**src/rtl/core/tcyk_pkg.sv**
```systemverilog
// tcyk_pkg: shared widths, constants, register indexes, sequencer states and the
// cordic arctangent table for the tilt compass yaw filter
// no dependencies
package tcyk_pkg;

  localparam int CORDIC_STEPS = 16;
  localparam int STEP_LIMIT   = 24;
  localparam int NSTEPS = (CORDIC_STEPS > STEP_LIMIT) ? STEP_LIMIT :
                          ((CORDIC_STEPS < 1) ? 1 : CORDIC_STEPS);
  localparam int STEP_W = $clog2(STEP_LIMIT + 1);

  // serial multiplier
  localparam int MA_W = 34;
  localparam int MB_W = 33;
  localparam int MP_W = MA_W + MB_W;
  localparam int MN_W = 6;

  // serial divider
  localparam int DQ_W = 33;
  localparam int DR_W = 34;
  localparam int NUM_W = 65;

  // cordic
  localparam int CX_W = 56;
  localparam int CZ_W = 34;
  localparam int TRIG_W = 18;

  localparam logic [31:0] DEFAULT_Q  = 32'd7;
  localparam logic [31:0] DEFAULT_R  = 32'd3277;
  localparam logic [DR_W-1:0] PRED_DIV  = 34'd1406250;
  localparam logic [NUM_W-1:0] PRED_HALF = 65'd703125;
  localparam logic signed [CX_W-1:0] CORDIC_GAIN = 56'sd652032874;
  localparam logic signed [CZ_W-1:0] ANG90  = 34'sd1073741824;
  localparam logic signed [CZ_W-1:0] ANG180 = 34'sd2147483648;
  localparam logic signed [CZ_W-1:0] HEAD_ROUND = 34'sd32768;

  typedef enum logic [2:0] {
    REG_PROCESS_NOISE,
    REG_MEASURE_NOISE,
    REG_GYRO_BIAS,
    REG_MAG_OFS_X,
    REG_MAG_OFS_Y,
    REG_MAG_OFS_Z,
    REG_MAG_SCALE_Y_REL,
    REG_MAG_SCALE_Z_REL
  } reg_idx_t;

  typedef enum logic [4:0] {
    S_IDLE,
    S_PRED_MUL,
    S_PRED_DIV,
    S_MY_MUL,
    S_MZ_MUL,
    S_SIN_ROLL,
    S_SIN_PITCH,
    S_SRSP_MUL,
    S_SRCP_MUL,
    S_XH_MUL1,
    S_XH_MUL2,
    S_YH_MUL1,
    S_YH_MUL2,
    S_YH_MUL3,
    S_HEADING,
    S_CORR_MUL,
    S_CORR_DIV,
    S_COV_MUL,
    S_COV_DIV,
    S_DONE
  } state_t;

  typedef struct packed {
    logic start;
    logic vector;
  } cordic_ctl_t;

  function automatic logic signed [CZ_W-1:0] atan_step(input logic [STEP_W-1:0] i);
    logic signed [CZ_W-1:0] v;
    case (i)
      5'd0:  v = 34'sd536870912;
      5'd1:  v = 34'sd316933406;
      5'd2:  v = 34'sd167458907;
      5'd3:  v = 34'sd85004756;
      5'd4:  v = 34'sd42667331;
      5'd5:  v = 34'sd21354465;
      5'd6:  v = 34'sd10679838;
      5'd7:  v = 34'sd5340245;
      5'd8:  v = 34'sd2670163;
      5'd9:  v = 34'sd1335087;
      5'd10: v = 34'sd667544;
      5'd11: v = 34'sd333772;
      5'd12: v = 34'sd166886;
      5'd13: v = 34'sd83443;
      5'd14: v = 34'sd41722;
      5'd15: v = 34'sd20861;
      5'd16: v = 34'sd10430;
      5'd17: v = 34'sd5215;
      5'd18: v = 34'sd2608;
      5'd19: v = 34'sd1304;
      5'd20: v = 34'sd652;
      5'd21: v = 34'sd326;
      5'd22: v = 34'sd163;
      5'd23: v = 34'sd81;
      default: v = '0;
    endcase
    return v;
  endfunction

endpackage

```
**src/rtl/core/tcyk_div.sv**
```systemverilog
// tcyk_div: restoring divider, one quotient bit per cycle
// depends on tcyk_pkg
module tcyk_div (
  input  logic                      clk,
  input  logic                      rst,
  input  logic                      start,
  input  logic [tcyk_pkg::DR_W-1:0] rem0,
  input  logic [tcyk_pkg::DQ_W-1:0] low,
  input  logic [tcyk_pkg::DR_W-1:0] den,
  input  logic [tcyk_pkg::MN_W-1:0] n,
  output logic                      done,
  output logic [tcyk_pkg::DQ_W-1:0] quo
);
  import tcyk_pkg::*;

  logic              busy;
  logic [DR_W-1:0]   rem;
  logic [DR_W-1:0]   den_r;
  logic [DQ_W-1:0]   low_sh;
  logic [MN_W-1:0]   cnt;
  logic [DR_W:0]     trial;
  logic [DR_W:0]     diff;
  logic              fits;
  logic              last;

  assign trial = {rem, low_sh[DQ_W-1]};
  assign diff  = trial - {1'b0, den_r};
  assign fits  = (trial >= {1'b0, den_r});
  assign last  = (cnt == MN_W'(1));

  always_ff @(posedge clk) begin
    if (rst) begin
      busy <= 1'b0;
      done <= 1'b0;
    end else begin
      done <= 1'b0;
      if (start) begin
        busy <= 1'b1;
      end else if (busy && last) begin
        busy <= 1'b0;
        done <= 1'b1;
      end
    end
  end

  always_ff @(posedge clk) begin
    if (start) begin
      rem    <= rem0;
      den_r  <= den;
      low_sh <= low;
      cnt    <= n;
      quo    <= '0;
    end else if (busy) begin
      rem    <= fits ? diff[DR_W-1:0] : trial[DR_W-1:0];
      quo    <= {quo[DQ_W-2:0], fits};
      low_sh <= low_sh << 1;
      cnt    <= cnt - MN_W'(1);
    end
  end

endmodule

```
**config.mk**
```make
export PLATFORM = sky130hd
export DESIGN_NAME = tcyk_div
export DESIGN_NICKNAME = d
export VERILOG_FILES = /design/src/rtl/core/tcyk_pkg.sv /design/src/rtl/core/tcyk_div.sv
export SDC_FILE = /design/constraint.sdc
export NUM_CORES = 1
export LEC_CHECK = 0
export BUFFER_PORTS_ARGS = -buffer_cell sky130_fd_sc_hd__buf_2
export CAP_MARGIN = 20
export CELL_PAD_IN_SITES_DETAIL_PLACEMENT = 0
export CELL_PAD_IN_SITES_GLOBAL_PLACEMENT = 1
export CORE_MARGIN = 3
export CORE_UTILIZATION = 47
export CTS_CLUSTER_DIAMETER = 100
export DETAILED_ROUTE_END_ITERATION = 8
export PLACE_DENSITY_LB_ADDON = 0.1
export SYNTH_ARGS = -nofsm -noshare
export SYNTH_HDL_FRONTEND = slang
export SYNTH_SLANG_ARGS = --single-unit
export TNS_END_PERCENT = 30
```
**constraint.sdc**
```tcl
create_clock -name clk -period 7.1 [get_ports clk]
set_clock_uncertainty 0.15 [all_clocks]
set_input_delay 1.42 -clock clk [delete_from_list [all_inputs] [get_ports clk]]
set_output_delay 1.42 -clock clk [all_outputs]
set_load 0.1 [all_outputs]
```
# --- Word level (Yosys, flattened, before mapping) ---
# Index checks and enable logic that the tools add are counted.
totals:
  reg_bits: 142
  latchBits: 0
  mem_bits_rw: 0
  romBits: 0
  in_bits: 110
  out_inout_bits: 34
  wordCells: 25
  mem_count: 0
classes:
  n_addsub: 2
  n_mul: 0
  n_div: 0
  order_cmp: 1
  eq_ne: 1
  n_shift: 0
  n_mux: 10
  bitwise: 0
  reduce_logical: 4
op_table:
  columns: ["op", "count"]
  rows:
  - ["$mux W34", 3]
  - ["$mux W33", 2]
  - ["$ge A35 B34 Y1", 1]
  - ["$sub A34 B34 Y34", 1]
  - ["$mux W6", 2]
  - ["$eq A6 B1 Y1 const B", 1]
  - ["$sub A6 B1 Y6 const B", 1]
  - ["$reduce_bool A2 Y1", 2]
  - ["$mux W1", 3]
  - ["$reduce_or A2 Y1", 1]
  - ["$logic_and A1 B1 Y1", 1]

# --- Depth between registers and ports, before layout ---
logic_depth:
  ltp_word: 4
  mapped_depth: 14
  ltp_nobuf: 12

# --- Least setup slack after synthesis ---
# Ideal clock, no wire load.
synth_path:
  kind: "input port to flip-flop"
  from: "in start"
  to: "reg cnt[0], enable pin"
  setup_time_ns: 0.400
  arrival_ns: 2.932
  required_time_ns: 6.550
  setup_slack_ns: 3.619
  cell_stages: 3
  path_buffers: 2
  cell_sequence: "clkbuf_1 -> clkbuf_1 -> or2_2"
synth_between:
  elab_chain_len: 1
synth_rtl:
  columns: ["item", "line_no", "text"]
  rows:
  - ["from (decl)", "tcyk_div.sv:6", "input logic start,"]
  - ["$reduce_bool A2 Y1 (no source line)", null, null]
  - ["to (signal assigned)", "tcyk_div.sv:51", "cnt <= n;"]
  - ["to (signal assigned)", "tcyk_div.sv:57", "cnt <= cnt - MN_W'(1);"]
  - ["to (decl)", "tcyk_div.sv:20", "logic [MN_W-1:0] cnt;"]
# No other way between the ends.
# A chain may end at the register's enable or synchronous reset.

# --- Worst setup path in the final report ---
layout_path:
  from: "reg rem[15]"
  to: "reg rem[26], data pin"
layout_between:
  elab_chain_len: 4
  elab_cells_between_ends: 5
  cone_classes: "add/sub: 1; order compare: 1; mux: 3"
layout_rtl:
  columns: ["item", "line_no", "text"]
  rows:
  - ["from (decl)", "tcyk_div.sv:17", "logic [DR_W-1:0] rem;"]
  - ["from (signal assigned)", "tcyk_div.sv:48", "rem <= rem0;"]
  - ["from (signal assigned)", "tcyk_div.sv:54", "rem <= fits ? diff[DR_W-1:0] : trial[DR_W-1:0];"]
  - ["$sub A34 B34 Y34 / $ge A35 B34 Y1 (equally long branches)", "tcyk_div.sv:27, tcyk_div.sv:28", null]
  - ["$mux W34 (*)", "tcyk_div.sv:54", null]
  - ["$mux W34 (*)", "tcyk_div.sv:53", "end else if (busy) begin"]
  - ["$mux W34 (*)", "tcyk_div.sv:47", "if (start) begin"]
# Every way passes the cells marked *; elsewhere a longest branch is shown, timed or not. The select of a mux whose other input is x is not followed.

==> results by group <==
Yosys
  – Synth Instances: 687
  – Share of flip-flops with an asynchronous set or reset: 0
  – Cell Area, Synth: 7590 um2
  – Synth cell types: 60
  – Number of synthesized flops with an enable pin: 107
  – Post-synthesis sequential area ratio: 0.516
  – Cell with the most instances after synthesis: edfxtp_1
  – Synth cell count leaders: edfxtp_1 (107), nor2_1 (53), nand2_1 (52)
  – Synth warn: 0
  – Share of the synthesized area in the top cell type: 0.423
  – Post-Syn Area per Cell: 11.0 um2
  – Yosys top cell by area: edfxtp_1
  – Yosys reg bits: 142
  – Synthesized Nets: 834
  – Prevailing post-synth register cell: edfxtp_1
  – Area contributors post-synth: edfxtp_1 (42%), dfxtp_1 (9.2%), ha_1 (5.9%), mux2i_1 (5.5%), mux2_2 (5.0%)

Detailed routing
  – Wire length per cell: 15.8 um
  – Drt pass-1 iters: 5
  – Vias per cell: 5.37
  – Detailed-route via count: 5622
  – Detail Route Antenna Nets: 0
  – Drt first-iter violations: 346
  – Residual DRC count: 0
  – WL final: 16600 um

Finish
  – Fill cells: 1325
  – Final net count: 970
  – Layout cells sized above 1: 0.264
  – Ant. Diodes: 0
  – Finished Layout Cells: 1047
  – Area delta synth->final: 19.5%
  – Final Util: 0.586

STA
  – Final setup viols: 0
  – Final min period: 3.85 ns
  – Final Cycle Share: 0.542
  – Hold slack final: 0.345 ns
  – RSZ-0062 raised after global routing: no
  – Max Slew Vio Count: 0
  – Fin worst setup slack: 3.25 ns
  – Setup TNS: 0 ns
  – Fmax achieved: 260 MHz
  – Worst-Margin Slew: 1.00 ns
  – Final Hold Fails: 0
  – Slew HR: 0.333

Clocking
  – Worst-skew pair later-pin latency: 0.42 ns
  – Clk sinks: 142
  – Root Buffer: clkbuf_16
  – CTS Buffer Depth: 2
  – CTS tree: done
  – Worst-path clk slew: 0.06 ns
  – Post-CTS Setup Repair Bufs: 0
  – Num CTS Buffers: 17
  – Hold buffers post-CTS: 0
  – Resize count post-CTS: 0
  – H-tree levels: 4

Power and ir drop
  – Power Dens Cells: 316 nW/um2
  – Maximum vdd drop: 198 uV
  – P_leak: 3.87 nW

Worst setup path
  – Worst Setup Path Type: flop to flop
  – Setup crit end: rem[26]
  – Worst-path cell chain: ha_1, a21oi_1, o21ai_1, a21o_1, a221o_1, a31o_1, a31o_4, a21oi_4, buf_4, nor2_1, a221o_1
  – Most common cell on crit path: a221o_1
  – Worst Path Max Fanout: 54
  – Reg-to-reg critical path endpoint: rem[26]
  – FF-to-FF setup slack: 3.25 ns
  – CP max stage cell: buf_4
  – Largest stage delay on the critical path: 0.50 ns
  – R2R depth: 11
  – CP Launch Type: flop
  – Crit path launch: rem[15]
  – Critical Path RT: 7.11 ns
  – R2R Path Start: rem[15]
  – CP arrival: 3.86 ns
  – CP Capture Type: flop

GRT
  – Initial antenna violation count: 4
  – Met1 Track Usage GR: 0.241
  – Met3 Usage GRT: 0.0719
  – Gr usage total: 0.191
  – Top Usage Layer GRT: met2
  – Grt total ovfl: 0
  – GR met2 Demand/Resource: 0.304
  – Vias in the first global route: 5656
  – First-pass GRT wire length: 27500 um
  – Largest net degree at the start of global routing: 77

Die
  – Die height: 133 um
  – Die width: 133 um
  – Core Region: 15500 um2
  – # rows: 45
  – IO Pins: 144
  – Die Area: 17700 um2
  – Initial Utilization: 0.490

Place
  – Routability congestion estimate: 0.841
  – Setup WS pre-CTS: 3.12 ns
  – IO buf count: 143
  – Post-DP HPWL: 11800 um
  – Placed cell count: 1014

Job
  – MaxCap Viol Count: 0

Worst hold path
  – Worst min-delay path class: flop to flop

Run status
  – Outcome: finished clean
==> worst min path at each step <==
stage / startpoint / endpoint / cells after the start / slack (ns)
finish: quo[32] / quo[32] / 2 / 0.35
floorplan: low_sh[0] / low_sh[1] / 1 / 0.37
detailed placement: quo[32] / quo[32] / 2 / 0.33
global placement: quo[32] / quo[32] / 2 / 0.32
CTS: quo[32] / quo[32] / 2 / 0.35
global route: quo[13] / quo[13] / 2 / 0.40
==> logic make-up after synthesis <==
| group | synth area share |
|---|---|
| mux | 0.106 |
| flops | 0.516 |
| fa+ha+maj | 0.0620 |
| simple gates | 0.109 |
| compound gates | 0.127 |
| buf+inv | 0.0397 |
| xor+xnor | 0.0404 |
==> per-layer routing <==
layer  wire, um  up-vias
met3       1270       28
met4        270        8
met1       7180     2627
met2       7800      157
met5         46        -
li1           -     2802
==> final cells by class <==
class | count | area [um2] | share of cell area
inverter | 44 | 165 | 0.0182
tap | 211 | 264 | 0.0291
multi-input combinational | 470 | 3370 | 0.372
clock buffer | 19 | 464 | 0.0512
timing repair buffer | 148 | 776 | 0.0855
clock inverter | 13 | 113 | 0.0124
sequential | 142 | 3920 | 0.432
==> flip-flops by register name (all words and copies together), names as in the netlist <==
register and flops:
rem 34, cnt 6, quo 33, den_r 34, done 1, low_sh 33
busy 1
==> metrics by stage <==
stage / power [mW] / cell area (um2)
after global placement: 2.00 / 8470
after global routing: 3.05 / 9070
after CTS: 2.89 / 9040
final: 2.87 / 9070
after floorplan: 1.81 / 7590
after detailed placement: 2.02 / 8470
==> worst max-delay path: cells and delay by family, from the launching register on <==
family | cells | cell delay, ns
compound gates | 8 | 1.81
simple gates | 1 | 0.33
fa+ha+maj | 1 | 0.40
buf+inv | 1 | 0.50
flops | 1 | 0.39
==> cell usage in the layout (no fill, tap or decap), types with 2 or more instances in the layout <==
| cell | n |
|---|---|
| a211oi_1 | 5 |
| a21o_1 | 8 |
| a21oi_1 | 41 |
| a21oi_2 | 2 |
| a221o_1 | 7 |
| a31oi_1 | 7 |
| and2_1 | 6 |
| and3_1 | 9 |
| buf_2 | 142 |
| buf_4 | 5 |
| clkbuf_16 | 18 |
| clkinv_4 | 2 |
| dfxtp_1 | 34 |
| edfxtp_1 | 107 |
| ha_1 | 36 |
| inv_1 | 43 |
| inv_6 | 7 |
| inv_8 | 2 |
| mux2_2 | 34 |
| mux2i_1 | 42 |
| nand2_1 | 52 |
| nand2b_1 | 8 |
| nand3_1 | 20 |
| nand4_1 | 7 |
| nor2_1 | 53 |
| nor2b_1 | 4 |
| nor3_1 | 6 |
| nor4_1 | 3 |
| o211ai_1 | 3 |
| o21a_1 | 3 |
| o21ai_0 | 29 |
| o21ai_1 | 4 |
| o21bai_1 | 3 |
| o22a_1 | 3 |
| o311ai_0 | 14 |
| o31ai_1 | 4 |
| xnor2_1 | 16 |
| xor2_1 | 19 |
==> power breakdown <==
part | switching (mW) | total (mW) | internal, mW
Combinational | 0.523 | 0.918 | 0.395
Clock | 0.369 | 0.859 | 0.490
Sequential | 0.0580 | 1.09 | 1.03
Note: power is estimated with default switching activity, not from simulation.
